### config.mk
export PLATFORM = sky130hd
export DESIGN_NAME = pattern_db_index_rank_unit
export DESIGN_NICKNAME = d
export VERILOG_FILES = /design/src/hdl/pdbr_pkg.sv /design/src/hdl/pdbr_locate.sv /design/src/hdl/pdbr_order.sv /design/src/hdl/pdbr_accum.sv /design/src/hdl/pdbr_skid.sv /design/src/hdl/pattern_db_index_rank_unit.sv
export SDC_FILE = /design/constraint.sdc
export NUM_CORES = 2
export LEC_CHECK = 0
export BUFFER_PORTS_ARGS = -buffer_cell sky130_fd_sc_hd__buf_4
export CAP_MARGIN = 20
export CORE_MARGIN = 1.5
export CORE_UTILIZATION = 25
export CTS_CLUSTER_DIAMETER = 200
export DETAILED_ROUTE_END_ITERATION = 10
export SKIP_CTS_REPAIR_TIMING = 1
export SKIP_LAST_GASP = 1
export SLEW_MARGIN = 20
export SYNTH_ARGS = -nofsm -noshare
export SYNTH_HDL_FRONTEND = slang
export SYNTH_SLANG_ARGS = --single-unit
### constraint.sdc
create_clock -name clk -period 18.15 [get_ports clk]
set_input_delay 3.63 -clock clk [delete_from_list [all_inputs] [get_ports clk]]
set_output_delay 3.63 -clock clk [all_outputs]
set_load 0.02 [all_outputs]
### src/hdl/pdbr_pkg.sv
package pdbr_pkg;

  localparam int unsigned BOARD_CELLS     = 16;
  localparam int unsigned TILE_W          = 4;
  localparam int unsigned CELL_W          = 4;
  localparam int unsigned BOARD_W         = BOARD_CELLS * TILE_W;
  localparam int unsigned TILES_W         = 32;
  localparam int unsigned RANK_W          = 32;
  localparam int unsigned MAX_PATTERN_DEF = 8;
  localparam int unsigned CFG_ADDR_W      = 4;
  localparam int unsigned CFG_DATA_W      = 32;
  localparam int unsigned SIZE_W          = 4;

  typedef enum logic [1:0] {
    REG_PATTERN_SIZE   = 2'd0,
    REG_TILE_SLOTS     = 2'd1,
    REG_NIBBLE_PACKING = 2'd2,
    REG_NONE           = 2'd3
  } pdbr_reg_t;

  typedef struct packed {
    logic [RANK_W-1:0] rank;
    logic [RANK_W-1:0] byte_address;
    logic              high_nibble;
    logic              invalid;
  } pdbr_result_t;

  // P(top, len): product of len descending factors from top, elaboration only
  function automatic logic [RANK_W-1:0] pdbr_fall(int top, int len);
    logic [63:0] p;
    p = 64'd1;
    for (int a = 0; a < len; a++) begin
      p = p * 64'(top - a);
    end
    return p[RANK_W-1:0];
  endfunction

endpackage

### src/hdl/pdbr_locate.sv
module pdbr_locate #(
  parameter int unsigned MAX_PATTERN = pdbr_pkg::MAX_PATTERN_DEF,
  localparam int unsigned KW = $clog2(MAX_PATTERN + 1)
) (
  input  logic                                          clk,
  input  logic                                          rst_n,
  input  logic                                          en_i,
  input  logic                                          valid_i,
  input  logic [pdbr_pkg::BOARD_W-1:0]                  board_i,
  input  logic [pdbr_pkg::TILES_W-1:0]                  tiles_i,
  input  logic [KW-1:0]                                 k_i,
  output logic                                          valid_o,
  output logic [MAX_PATTERN-1:0][pdbr_pkg::CELL_W-1:0]  cells_o,
  output logic [pdbr_pkg::CELL_W-1:0]                   blank_o
);
  import pdbr_pkg::*;

  logic                               valid_r;
  logic [MAX_PATTERN-1:0][CELL_W-1:0] cells_r, cells_nxt;
  logic [CELL_W-1:0]                  blank_r, blank_nxt;

  // slot matches only if active, nonzero and first slot naming that tile;
  // the highest cell holding a tile wins
  always_comb begin
    logic [TILE_W-1:0] tile;
    logic              hit;
    for (int i = 0; i < int'(MAX_PATTERN); i++) begin
      tile = tiles_i[TILE_W*i +: TILE_W];
      hit  = (KW'(i) < k_i) && (tile != '0);
      for (int j = 0; j < i; j++) begin
        if (tiles_i[TILE_W*j +: TILE_W] == tile) hit = 1'b0;
      end
      cells_nxt[i] = '0;
      if (hit) begin
        for (int c = 0; c < int'(BOARD_CELLS); c++) begin
          if (board_i[TILE_W*c +: TILE_W] == tile) cells_nxt[i] = CELL_W'(c);
        end
      end
    end
    blank_nxt = '0;
    for (int c = 0; c < int'(BOARD_CELLS); c++) begin
      if (board_i[TILE_W*c +: TILE_W] == '0) blank_nxt = CELL_W'(c);
    end
  end

  always_ff @(posedge clk) begin
    if (!rst_n) begin
      valid_r <= 1'b0;
    end else if (en_i) begin
      valid_r <= valid_i;
    end
  end

  always_ff @(posedge clk) begin
    if (en_i) begin
      cells_r <= cells_nxt;
      blank_r <= blank_nxt;
    end
  end

  assign valid_o = valid_r;
  assign cells_o = cells_r;
  assign blank_o = blank_r;

endmodule

### src/hdl/pdbr_order.sv
module pdbr_order #(
  parameter int unsigned MAX_PATTERN = pdbr_pkg::MAX_PATTERN_DEF,
  localparam int unsigned KW = $clog2(MAX_PATTERN + 1)
) (
  input  logic                                          clk,
  input  logic                                          rst_n,
  input  logic                                          en_i,
  input  logic                                          valid_i,
  input  logic [MAX_PATTERN-1:0][pdbr_pkg::CELL_W-1:0]  cells_i,
  input  logic [pdbr_pkg::CELL_W-1:0]                   blank_i,
  input  logic [KW-1:0]                                 k_i,
  output logic                                          valid_o,
  output logic [MAX_PATTERN:0][pdbr_pkg::CELL_W-1:0]    below_o,
  output logic                                          bad_o
);
  import pdbr_pkg::*;

  localparam int unsigned N = MAX_PATTERN + 1;

  logic                     valid_r;
  logic [N-1:0][CELL_W-1:0] elem;
  logic [N-1:0][CELL_W-1:0] below_r, below_nxt;
  logic                     bad_r, bad_nxt;

  // element sequence: active pattern cells, then the blank at position k
  always_comb begin
    for (int i = 0; i < int'(N); i++) begin
      if (KW'(i) == k_i) begin
        elem[i] = blank_i;
      end else if (i < int'(MAX_PATTERN)) begin
        elem[i] = cells_i[i];
      end else begin
        elem[i] = '0;
      end
    end
  end

  // unused cells below element i = its cell minus earlier elements below it
  always_comb begin
    logic [CELL_W-1:0] cnt;
    bad_nxt = 1'b0;
    for (int i = 0; i < int'(N); i++) begin
      cnt = '0;
      for (int j = 0; j < i; j++) begin
        if (elem[j] < elem[i]) cnt = cnt + CELL_W'(1);
        if ((elem[j] == elem[i]) && (KW'(i) <= k_i)) bad_nxt = 1'b1;
      end
      below_nxt[i] = (KW'(i) <= k_i) ? elem[i] - cnt : '0;
    end
  end

  always_ff @(posedge clk) begin
    if (!rst_n) begin
      valid_r <= 1'b0;
    end else if (en_i) begin
      valid_r <= valid_i;
    end
  end

  always_ff @(posedge clk) begin
    if (en_i) begin
      below_r <= below_nxt;
      bad_r   <= bad_nxt;
    end
  end

  assign valid_o = valid_r;
  assign below_o = below_r;
  assign bad_o   = bad_r;

endmodule

### src/hdl/pdbr_accum.sv
module pdbr_accum #(
  parameter int unsigned MAX_PATTERN = pdbr_pkg::MAX_PATTERN_DEF,
  localparam int unsigned KW = $clog2(MAX_PATTERN + 1)
) (
  input  logic                                        clk,
  input  logic                                        rst_n,
  input  logic                                        en_i,
  input  logic                                        valid_i,
  input  logic [MAX_PATTERN:0][pdbr_pkg::CELL_W-1:0]  below_i,
  input  logic                                        bad_i,
  input  logic [KW-1:0]                               k_i,
  input  logic                                        packing_i,
  output logic                                        valid_o,
  output pdbr_pkg::pdbr_result_t                      res_o
);
  import pdbr_pkg::*;

  localparam int unsigned N  = MAX_PATTERN + 1;
  localparam int unsigned NG = (N + 2) / 3;

  // weight of element i for pattern size kk is P(15 - i, kk - i)
  logic [N-1:0][MAX_PATTERN:0][RANK_W-1:0] wtab;

  for (genvar gi = 0; gi < N; gi++) begin : g_row
    for (genvar gk = 0; gk <= MAX_PATTERN; gk++) begin : g_col
      localparam logic [RANK_W-1:0] WV = (gk >= 1 && gk >= gi) ?
        pdbr_fall(BOARD_CELLS - 1 - gi, gk - gi) : '0;
      assign wtab[gi][gk] = WV;
    end
  end

  logic                     v3_r, v4_r, v5_r;
  logic [N-1:0][RANK_W-1:0] prod_r, prod_nxt;
  logic [NG-1:0][RANK_W-1:0] part_r, part_nxt;
  logic                     bad3_r, bad4_r;
  logic [RANK_W-1:0]        sum;
  pdbr_result_t             res_r, res_nxt;

  always_comb begin
    logic [RANK_W+CELL_W-1:0] p;
    for (int i = 0; i < int'(N); i++) begin
      p = below_i[i] * wtab[i][k_i];
      prod_nxt[i] = p[RANK_W-1:0];
    end
  end

  always_comb begin
    for (int g = 0; g < int'(NG); g++) begin
      part_nxt[g] = '0;
      for (int t = 0; t < 3; t++) begin
        if (3*g + t < int'(N)) part_nxt[g] = part_nxt[g] + prod_r[3*g + t];
      end
    end
  end

  always_comb begin
    sum = '0;
    for (int g = 0; g < int'(NG); g++) begin
      sum = sum + part_r[g];
    end
    res_nxt.invalid      = bad4_r;
    res_nxt.rank         = bad4_r ? '0 : sum;
    res_nxt.byte_address = packing_i ? {1'b0, res_nxt.rank[RANK_W-1:1]} : res_nxt.rank;
    res_nxt.high_nibble  = packing_i & res_nxt.rank[0];
  end

  always_ff @(posedge clk) begin
    if (!rst_n) begin
      v3_r <= 1'b0;
      v4_r <= 1'b0;
      v5_r <= 1'b0;
    end else if (en_i) begin
      v3_r <= valid_i;
      v4_r <= v3_r;
      v5_r <= v4_r;
    end
  end

  always_ff @(posedge clk) begin
    if (en_i) begin
      prod_r <= prod_nxt;
      bad3_r <= bad_i;
      part_r <= part_nxt;
      bad4_r <= bad3_r;
      res_r  <= res_nxt;
    end
  end

  assign valid_o = v5_r;
  assign res_o   = res_r;

endmodule

### src/hdl/pdbr_skid.sv
module pdbr_skid (
  input  logic                    clk,
  input  logic                    rst_n,
  input  logic                    valid_i,
  input  pdbr_pkg::pdbr_result_t  res_i,
  output logic                    ready_o,
  output logic                    valid_o,
  input  logic                    ready_i,
  output pdbr_pkg::pdbr_result_t  res_o
);
  import pdbr_pkg::*;

  logic         ov_r, ov_nxt;
  logic         sv_r, sv_nxt;
  pdbr_result_t od_r, sd_r;
  logic         take, push, load_out, load_skid;

  assign take = ov_r & ready_i;
  assign push = valid_i & ~sv_r;

  always_comb begin
    ov_nxt    = ov_r;
    sv_nxt    = sv_r;
    load_out  = 1'b0;
    load_skid = 1'b0;
    if (sv_r) begin
      if (take) begin
        sv_nxt   = 1'b0;
      end
    end else if (push) begin
      if (!ov_r || take) begin
        load_out = 1'b1;
        ov_nxt   = 1'b1;
      end else begin
        load_skid = 1'b1;
        sv_nxt    = 1'b1;
      end
    end else if (take) begin
      ov_nxt = 1'b0;
    end
  end

  always_ff @(posedge clk) begin
    if (!rst_n) begin
      ov_r <= 1'b0;
      sv_r <= 1'b0;
    end else begin
      ov_r <= ov_nxt;
      sv_r <= sv_nxt;
    end
  end

  always_ff @(posedge clk) begin
    if (sv_r && take) begin
      od_r <= sd_r;
    end else if (load_out) begin
      od_r <= res_i;
    end
    if (load_skid) begin
      sd_r <= res_i;
    end
  end

  assign ready_o = ~sv_r;
  assign valid_o = ov_r;
  assign res_o   = od_r;

endmodule

### src/hdl/pattern_db_index_rank_unit.sv
// Pattern database index unit. Each 64-bit board (sixteen 4-bit tiles, cell c
// at bits 4c+3:4c, tile 0 is the blank) is turned into the lexicographic rank of
// the cells holding the configured pattern tiles followed by the blank cell,
// plus the packed-table byte address and nibble select. One board is accepted
// per cycle unless the skid entry is full; a result goes through locate, order,
// multiply and two-level add; a two-entry output buffer keeps in_tready from
// depending on out_tready. Tile 0 in a slot, a tile missing from the board, or
// a missing blank gives cell 0; the highest cell wins on repeats; two ranked
// elements in one cell set the invalid flag with rank, address and nibble 0.
// Registers (write only while no transaction is in flight): 0x0 pattern_size,
// 0x4 tile slots, 0x8 nibble_packing.
module pattern_db_index_rank_unit #(
  parameter int unsigned MAX_PATTERN = pdbr_pkg::MAX_PATTERN_DEF
) (
  input  logic                                clk,
  input  logic                                rst_n,
  // board
  input  logic                                in_tvalid,
  output logic                                in_tready,
  input  logic [pdbr_pkg::BOARD_W-1:0]        in_tdata,
  // rank [31:0], byte_address [63:32]
  output logic                                out_tvalid,
  input  logic                                out_tready,
  output logic [2*pdbr_pkg::RANK_W-1:0]       out_tdata,
  // high_nibble [0], invalid [1]
  output logic [1:0]                          out_tuser,
  input  logic                                cfg_psel,
  input  logic                                cfg_penable,
  input  logic                                cfg_pwrite,
  input  logic [pdbr_pkg::CFG_ADDR_W-1:0]     cfg_paddr,
  input  logic [pdbr_pkg::CFG_DATA_W-1:0]     cfg_pwdata,
  output logic [pdbr_pkg::CFG_DATA_W-1:0]     cfg_prdata,
  output logic                                cfg_pready
);
  import pdbr_pkg::*;

  localparam int unsigned KW = $clog2(MAX_PATTERN + 1);

  logic [SIZE_W-1:0]  size_r;
  logic [TILES_W-1:0] tiles_r;
  logic               packing_r;
  pdbr_reg_t          reg_sel;
  logic               wr_en;
  logic [KW-1:0]      k;
  logic               adv;

  assign cfg_pready = 1'b1;
  assign reg_sel    = pdbr_reg_t'(cfg_paddr[3:2]);
  assign wr_en      = cfg_psel & cfg_penable & cfg_pwrite & cfg_pready;

  always_ff @(posedge clk) begin
    if (!rst_n) begin
      size_r    <= SIZE_W'(1);
      tiles_r   <= '0;
      packing_r <= 1'b1;
    end else if (wr_en) begin
      unique case (reg_sel)
        REG_PATTERN_SIZE:   size_r    <= cfg_pwdata[SIZE_W-1:0];
        REG_TILE_SLOTS:     tiles_r   <= cfg_pwdata[TILES_W-1:0];
        REG_NIBBLE_PACKING: packing_r <= cfg_pwdata[0];
        default: ;
      endcase
    end
  end

  always_comb begin
    unique case (reg_sel)
      REG_PATTERN_SIZE:   cfg_prdata = CFG_DATA_W'(size_r);
      REG_TILE_SLOTS:     cfg_prdata = CFG_DATA_W'(tiles_r);
      REG_NIBBLE_PACKING: cfg_prdata = CFG_DATA_W'(packing_r);
      default:            cfg_prdata = '0;
    endcase
  end

  // clamp pattern size to 1..MAX_PATTERN
  always_comb begin
    if (size_r == '0) begin
      k = KW'(1);
    end else if (size_r > SIZE_W'(MAX_PATTERN)) begin
      k = KW'(MAX_PATTERN);
    end else begin
      k = size_r[KW-1:0];
    end
  end

  logic                               v1, v2, v5;
  logic [MAX_PATTERN-1:0][CELL_W-1:0] cells;
  logic [CELL_W-1:0]                  blank;
  logic [MAX_PATTERN:0][CELL_W-1:0]   below;
  logic                               bad;
  pdbr_result_t                       res, res_out;

  pdbr_locate #(.MAX_PATTERN(MAX_PATTERN)) u_locate (
    .clk     (clk),
    .rst_n   (rst_n),
    .en_i    (adv),
    .valid_i (in_tvalid),
    .board_i (in_tdata),
    .tiles_i (tiles_r),
    .k_i     (k),
    .valid_o (v1),
    .cells_o (cells),
    .blank_o (blank)
  );

  pdbr_order #(.MAX_PATTERN(MAX_PATTERN)) u_order (
    .clk     (clk),
    .rst_n   (rst_n),
    .en_i    (adv),
    .valid_i (v1),
    .cells_i (cells),
    .blank_i (blank),
    .k_i     (k),
    .valid_o (v2),
    .below_o (below),
    .bad_o   (bad)
  );

  pdbr_accum #(.MAX_PATTERN(MAX_PATTERN)) u_accum (
    .clk       (clk),
    .rst_n     (rst_n),
    .en_i      (adv),
    .valid_i   (v2),
    .below_i   (below),
    .bad_i     (bad),
    .k_i       (k),
    .packing_i (packing_r),
    .valid_o   (v5),
    .res_o     (res)
  );

  pdbr_skid u_skid (
    .clk     (clk),
    .rst_n   (rst_n),
    .valid_i (v5),
    .res_i   (res),
    .ready_o (adv),
    .valid_o (out_tvalid),
    .ready_i (out_tready),
    .res_o   (res_out)
  );

  assign in_tready = adv;
  assign out_tdata = {res_out.byte_address, res_out.rank};
  assign out_tuser = {res_out.invalid, res_out.high_nibble};

endmodule

Word level (Yosys, flattened, before mapping)
Memory sizes are Yosys's and may differ from the RTL's. Cells that the tools add are included.

Add/subtract/negate cells: 44. Multipliers: 9. $lt $le $gt $ge: 55. Equal/unequal tests: 195. Multiplexer cells: 235. Bitwise gates (word level): 6. Reduce and logical (&&, ||, !) cells: 83.

Operator list (number): equality test 4 bit (184); 2-to-1 mux 4 bit (103); 2-to-1 mux 32 bit (10); multiplier 4 x 32 -> 32 bit (9); adder 32 bit (8); < comparator 4 bit (36); 2-to-1 mux 66 bit (2); 2-to-1 mux 3 bit (40); one-hot mux 32 bit (3 select lines) (1); adder 4 x 1 -> 4 bit (second input constant) (21); logical NOT 4 bit (17); 2-to-1 mux 1 bit (58); logical AND 1 bit (45); 2-to-1 mux 2 bit (20); OR reduction 35 bit (1); nonzero test 4 bit (8); 2-to-1 mux 31 bit (1); subtractor 4 bit (7); equality test 3 x 4 -> 1 bit (first input constant) (4); less-or-equal comparator 3 x 4 -> 1 bit (first input constant) (4); < comparator 3 x 4 -> 1 bit (first input constant) (4); adder 1 x 1 -> 2 bit (second input constant) (7); equality test 2 x 4 -> 1 bit (first input constant) (2); less-or-equal comparator 1 x 4 -> 1 bit (first input constant) (2); other kinds (23) (33).

Flip-flop bits (word level): 701. Bits in read-only memories: 4608. Output and inout bits: 101. Logic and storage cells: 695. Memories kept: 9.

Memories: (no name shown) (words 16, width 32, rd ports 1, clocked after Yosys merged registers in 0, wr ports 0, RTL line pdbr_accum.sv:42) `p = below_i[i] * wtab[i][k_i];`; (no name shown) (words 16, width 32, rd ports 1, clocked after Yosys merged registers in 0, wr ports 0, RTL line pdbr_accum.sv:42); (no name shown) (words 16, width 32, rd ports 1, clocked after Yosys merged registers in 0, wr ports 0, RTL line pdbr_accum.sv:42); (no name shown) (words 16, width 32, rd ports 1, clocked after Yosys merged registers in 0, wr ports 0, RTL line pdbr_accum.sv:42); (no name shown) (words 16, width 32, rd ports 1, clocked after Yosys merged registers in 0, wr ports 0, RTL line pdbr_accum.sv:42); (no name shown) (words 16, width 32, rd ports 1, clocked after Yosys merged registers in 0, wr ports 0, RTL line pdbr_accum.sv:42); +3 memories.

Depth between registers and ports, before layout
Depth after elaboration: 22. Mapped depth: 40. Depth with buffers taken out: 35.

By module
Synthesis repeated with hierarchy kept, for this count alone.

Cells, all modules: 5133. Area total of the unflattened synthesis: 51403.0 um^2.

Modules (own cells, without submodules): pdbr_accum (times used 1, cells an instance 2673, area an instance 27139.8 um^2); pdbr_locate (times used 1, cells an instance 1200, area an instance 10024.6 um^2); pdbr_order (times used 1, cells an instance 828, area an instance 7374.6 um^2); pdbr_skid (times used 1, cells an instance 221, area an instance 5034.8 um^2); pattern_db_index_rank_unit (times used 1, cells an instance 211, area an instance 1829.3 um^2).

Worst setup path before layout
OpenSTA, ideal clock, no wires.

Path kind: flip-flop to flip-flop. Start: register u_skid.sv_r. End: register u_skid.od_r (netlist bit u_skid.res_o[0]), enable pin. Arrival: 11696 ps. Data required time: 17638 ps. Slack: 5942 ps. Cell stages (with the launch flop): 5. Buffers on the path: 1. Clock period less this slack: 12208 ps. Cells stage by stage: dfxtp_1 > clkbuf_1 > inv_1 > nand2_1 > a21oi_1.

Word-level cells in the longest chain between the ends: 5.

RTL lines: from (decl) (RTL line pdbr_skid.sv:14) `logic sv_r, sv_nxt;`; from (signal assigned) (RTL line pdbr_skid.sv:49) `sv_r <= sv_nxt;`; inverter 1 bit; via in_tready (RTL line pattern_db_index_rank_unit.sv:19) `output logic in_tready,`; bitwise AND 1 bit (RTL line pdbr_skid.sv:19) `assign push = valid_i & ~sv_r;`; 2-to-1 mux 1 bit (RTL line pdbr_skid.sv:30) `end else if (push) begin`; 2-to-1 mux 1 bit (RTL line pdbr_skid.sv:26) `if (sv_r) begin`; nonzero test 2 bit (no source line); to (signal assigned) (RTL line pdbr_skid.sv:55) `od_r <= sd_r;`; to (signal assigned) (RTL line pdbr_skid.sv:57) `od_r <= res_i;`; to (decl) (RTL line pdbr_skid.sv:15) `pdbr_result_t od_r, sd_r;`.

The timed path passes the listed nets, and every way through them passes these cells. A chain may end at the register's enable or synchronous reset.

Worst setup path after layout
Start: register size_r[3]. End: register u_order.below_r (netlist bit u_order.below_o[31]) (data pin).

Word-level cells in the longest chain between the ends: 20.

RTL lines: from (decl) (RTL line pattern_db_index_rank_unit.sv:39) `logic [SIZE_W-1:0] size_r;`; from (signal assigned) (RTL line pattern_db_index_rank_unit.sv:58) `REG_PATTERN_SIZE: size_r <= cfg_pwdata[SIZE_W-1:0];`; > comparator 4 bit (RTL line pattern_db_index_rank_unit.sv:79) `end else if (size_r > SIZE_W'(MAX_PATTERN)) begin`; 2-to-1 mux 4 bit (RTL line pattern_db_index_rank_unit.sv:79); 2-to-1 mux 4 bit (*) (RTL line pattern_db_index_rank_unit.sv:77) `if (size_r == '0) begin`; equality test 3 x 4 -> 1 bit or logical NOT 4 bit (tied branches) (RTL line pdbr_order.sv:28) `if (KW'(i) == k_i) begin`; 2-to-1 mux 4 bit (RTL line pdbr_order.sv:28); < comparator 4 bit (RTL line pdbr_order.sv:45) `if (elem[j] < elem[i]) cnt = cnt + CELL_W'(1);`; 2-to-1 mux 1 bit (RTL line pdbr_order.sv:45); adder 1 x 1 -> 2 bit (RTL line pdbr_order.sv:45); [4 not listed]; 2-to-1 mux 4 bit (RTL line pdbr_order.sv:45); adder 4 x 1 -> 4 bit (RTL line pdbr_order.sv:45); 2-to-1 mux 4 bit (RTL line pdbr_order.sv:45); adder 4 x 1 -> 4 bit (RTL line pdbr_order.sv:45); 2-to-1 mux 4 bit (RTL line pdbr_order.sv:45); adder 4 x 1 -> 4 bit (RTL line pdbr_order.sv:45); 2-to-1 mux 4 bit (RTL line pdbr_order.sv:45); subtractor 4 bit (RTL line pdbr_order.sv:48) `below_nxt[i] = (KW'(i) <= k_i) ? elem[i] - cnt : '0;`; to (signal assigned) (RTL line pdbr_order.sv:62) `below_r <= below_nxt;`; to (decl) (RTL line pdbr_order.sv:22) `logic [N-1:0][CELL_W-1:0] below_r, below_nxt;`.

Mark *: on every way between the ends. The rest lies on a longest branch, timed or not.

==> flow_metrics.env <==
export IMPL_status="finished, final reports clean"
export IMPL_power_frac_clock=0.385
export IMPL_io_buffers=200
export IMPL_start_util=0.251
export IMPL_syn_nets=5694
export IMPL_worstSetupEndpoint="u_order.below_o[31]"
export IMPL_crit_fanout=45
export IMPL_r2r_slack_ns=9.17
export IMPL_syn_area_mm2=0.0495
export IMPL_setup_viol=0
export IMPL_peakVddDrop_mv=0.0714
export IMPL_die_h_um=448
export IMPL_synthTopCellsByArea="edfxtp_1 30%, ha_1 12%, fa_1 9.1%"
export IMPL_viasPerCell=4.70
export IMPL_setup_slack_ns=9.17
export IMPL_cts_num_sinks=545
export IMPL_cts_reportedPaths_clkPinSlew_ns=0.06
export IMPL_path_class="reg2reg"
export IMPL_cp_required_ns=18.62
export IMPL_worst_pin_slew_ns=1.03
export IMPL_cp_top_family="simple AND/OR/NAND/NOR gates"
export IMPL_yosys_area_top_type="edfxtp_1"
export IMPL_dpl_worst_slack_ns=8.98
export IMPL_postRouteAntennaNets=0
export IMPL_hp_class="reg2reg"
export IMPL_drv_cap=0
export IMPL_fp_dieW_um=448
export IMPL_r2r_cells=31
export IMPL_first_pass_iters=5
export IMPL_antenna_found_initial=11
export IMPL_netlist_instances=4903
export IMPL_yosysTopAreaCellShare=0.304
export IMPL_ys_seq_area_frac=0.322
export IMPL_cp_buffers_inverters=4
export IMPL_crit_top_cell="ha_1"
export IMPL_rows=163
export IMPL_cts_buffer_depth=3
export IMPL_die_area_mm2=0.201
export IMPL_p_leak_uw=0.0258
export IMPL_p_int_uw=2360
export IMPL_fin_nets=5764
export IMPL_hold_viol=0
export IMPL_synth_commonest_cells="501 x edfxtp_1, 460 x ha_1, 446 x xnor2_1"
export IMPL_finalMaxSlewViolations=0
export IMPL_avgSynthCellArea_um2=10.1
export IMPL_crit_cells=31
export IMPL_grt_max_degree=108
export IMPL_drt_initial_drc_count=2201
export IMPL_synthMostInstantiatedCell="edfxtp_1"
export IMPL_power_switching_uw=876
export IMPL_clk_latency_ns=0.68
export IMPL_drive_gt1_frac=0.103
export IMPL_fillCellCount=20500
export IMPL_swShare=0.271
export IMPL_max_stage_delay_ns=0.83
export IMPL_yosys_warnings=0
export IMPL_fin_tns_setup_ns=0
export IMPL_synth_seq_cells=545
export IMPL_crit_path_start_kind="flip-flop"
export IMPL_cts_root_buf="clkbuf_16"
export IMPL_r2r_end="u_order.below_o[31]"
export IMPL_worstReg2RegStart="size_r[3]"
export IMPL_critPathSlowestCell="dfxtp_2"
export IMPL_area_growth_pct=12.7
export IMPL_p_seq_frac=0.458
export IMPL_startpoint="size_r[3]"
export IMPL_combPwrFrac=0.157
export IMPL_drc_errors=0
export IMPL_grt_pass1_vias=36300
export IMPL_cts_tree="built"
export IMPL_whs_ns=0.434
export IMPL_instances_no_fill=7665
export IMPL_cts_buffers=59
export IMPL_period_minus_slack_ns=8.98
export IMPL_wl_mm=134
export IMPL_routedWlPerCell_um=17.4
export IMPL_post_route_util=0.283
export IMPL_synth_edf_count=501
export IMPL_dp_hpwl_mm=102
export IMPL_coreArea_mm2=0.197
export IMPL_grt_overflow_total=0
export IMPL_io_pins=208
export IMPL_worstPathArrival_ns=9.45
export IMPL_synth_cell_types=95
export IMPL_synthFlopType="edfxtp_1"
export IMPL_track_usage=0.130
export IMPL_dp_cells=7552
export IMPL_cp_end_kind="flip-flop"
export IMPL_vias=36000
export IMPL_max_freq_ghz=0.111
export IMPL_grt_pass1_wl_mm=207
export IMPL_synth_async_sr_flop_share=0
export IMPL_timing_slew_headroom=0.296
export IMPL_clock_skew_ns=0.0531
export IMPL_power_density_mw_per_mm2=57.9
export IMPL_htree_num_levels=2
export IMPL_min_period_over_period=0.495
export IMPL_rsz0062_at_grt="false"
export IMPL_place_gp_congestion=0.860
[power by group through the flow]
stage,Combinational (uW),Clock (uW),Sequential [uW]
after floorplan,378,0,1470
after global placement,489,0,1500
after detailed placement,502,0,1510
after CTS,505,1280,1480
after global routing,561,1330,1480
final,509,1240,1480
[metrics by stage]
stage / total power, uW / instance area (um^2)
floorplan: 1850 / 49500
global placement: 1990 / 53800
detailed placement: 2010 / 53800
CTS: 3270 / 55800
global route: 3370 / 55800
finish: 3230 / 55800
[worst min path at each step]
| stage | cells after the start | slack [ns] | endpoint | start |
|---|---|---|---|---|
| final | 0 | 0.43 | u_accum.bad4_r | u_accum.bad3_r |
| after global routing | 0 | 0.45 | u_accum.bad4_r | u_accum.bad3_r |
| after CTS | 0 | 0.45 | u_accum.bad4_r | u_accum.bad3_r |
| after detailed placement | 0 | 0.42 | u_accum.bad4_r | u_accum.bad3_r |
| after global placement | 0 | 0.41 | u_accum.bad4_r | u_accum.bad3_r |
| after floorplan | 0 | 0.40 | u_accum.bad3_r | u_order.bad_o |
[cell families after synthesis]
group,count (synthesis),share of synthesized area
and+or+nand+nor,1294,0.137
xor gates and xnor gates,837,0.150
AOI/OAI and AO/OA,810,0.107
adders and majority gates,692,0.208
buffers and inverters,590,0.0469
DFF,545,0.322
muxes,134,0.0293
other,1,0.0000758
[sequential cells by signal (all words and copies together) (netlist names), 4 cells and up]
signal	count
u_accum.prod_r	162
u_accum.part_r	66
u_accum.res_o	66
u_skid.res_o	66
u_skid.sd_r	66
u_order.below_o	36
tiles_r	32
u_locate.cells_o	32
size_r	4
u_locate.blank_o	4
[layout make-up]
type | count | area (um^2) | area share
Tap cell | 2640 | 3300 | 0.0592
Timing Repair Buffer | 268 | 2010 | 0.0361
Sequential cell | 545 | 15900 | 0.285
Inverter | 331 | 1250 | 0.0224
Multi-Input combinational cell | 3768 | 31300 | 0.561
Antenna cell | 3 | 7.51 | 0.000135
Clock buffer | 65 | 1500 | 0.0269
Clock inverter | 45 | 510 | 0.00915
[worst reg2reg max path, delay by kind of cell, from the launching register on]
family,cells,cell delay [ns]
adder cells (fa/ha/maj),6,1.84
multiplexers,1,0.61
buffers and inverters,4,1.05
AO/OA/AOI/OAI,10,1.88
flip-flops,1,0.83
XOR/XNOR,2,0.33
AND/OR/NAND/NOR,8,2.24
[cells in the final DEF (no fill, tap or decap), types with 10 or more instances in the layout]
master and count:
clkinv_1 14, xnor2_1 446, o211ai_1 11, buf_4 268, a21oi_1 219, a21o_1 82
nor2b_1 77, and3_1 78, nand4_1 118, a211oi_1 23, o21a_1 37, o21bai_1 38
or2_2 17, nand2_1 290, mux2_2 84, ha_1 460, a211o_1 10, and2_1 153
o31ai_1 11, nor3_1 53, inv_1 326, clkbuf_16 59, xor2_1 385, o21ai_0 163
mux2i_1 48, clkinv_2 10, dfxtp_1 42, nand2b_1 56, o21ai_1 12, nand3_1 59
edfxtp_1 501, nor4_1 104, a31oi_1 42, a41oi_1 17, a21boi_0 46, nor2_1 224
or3b_2 11, fa_1 224, o41ai_1 14, or3_1 13
[layer usage]
layer	track usage	wire length, um	vias up	share of wire
met5	0	12	-	0.000090
met4	0.0413	3830	2	0.029
met3	0.0171	7700	179	0.058
met2	0.214	60500	1077	0.45
met1	0.177	61700	17400	0.46
li1	-	-	17300	-
Note: power is estimated with default switching activity, not from simulation.
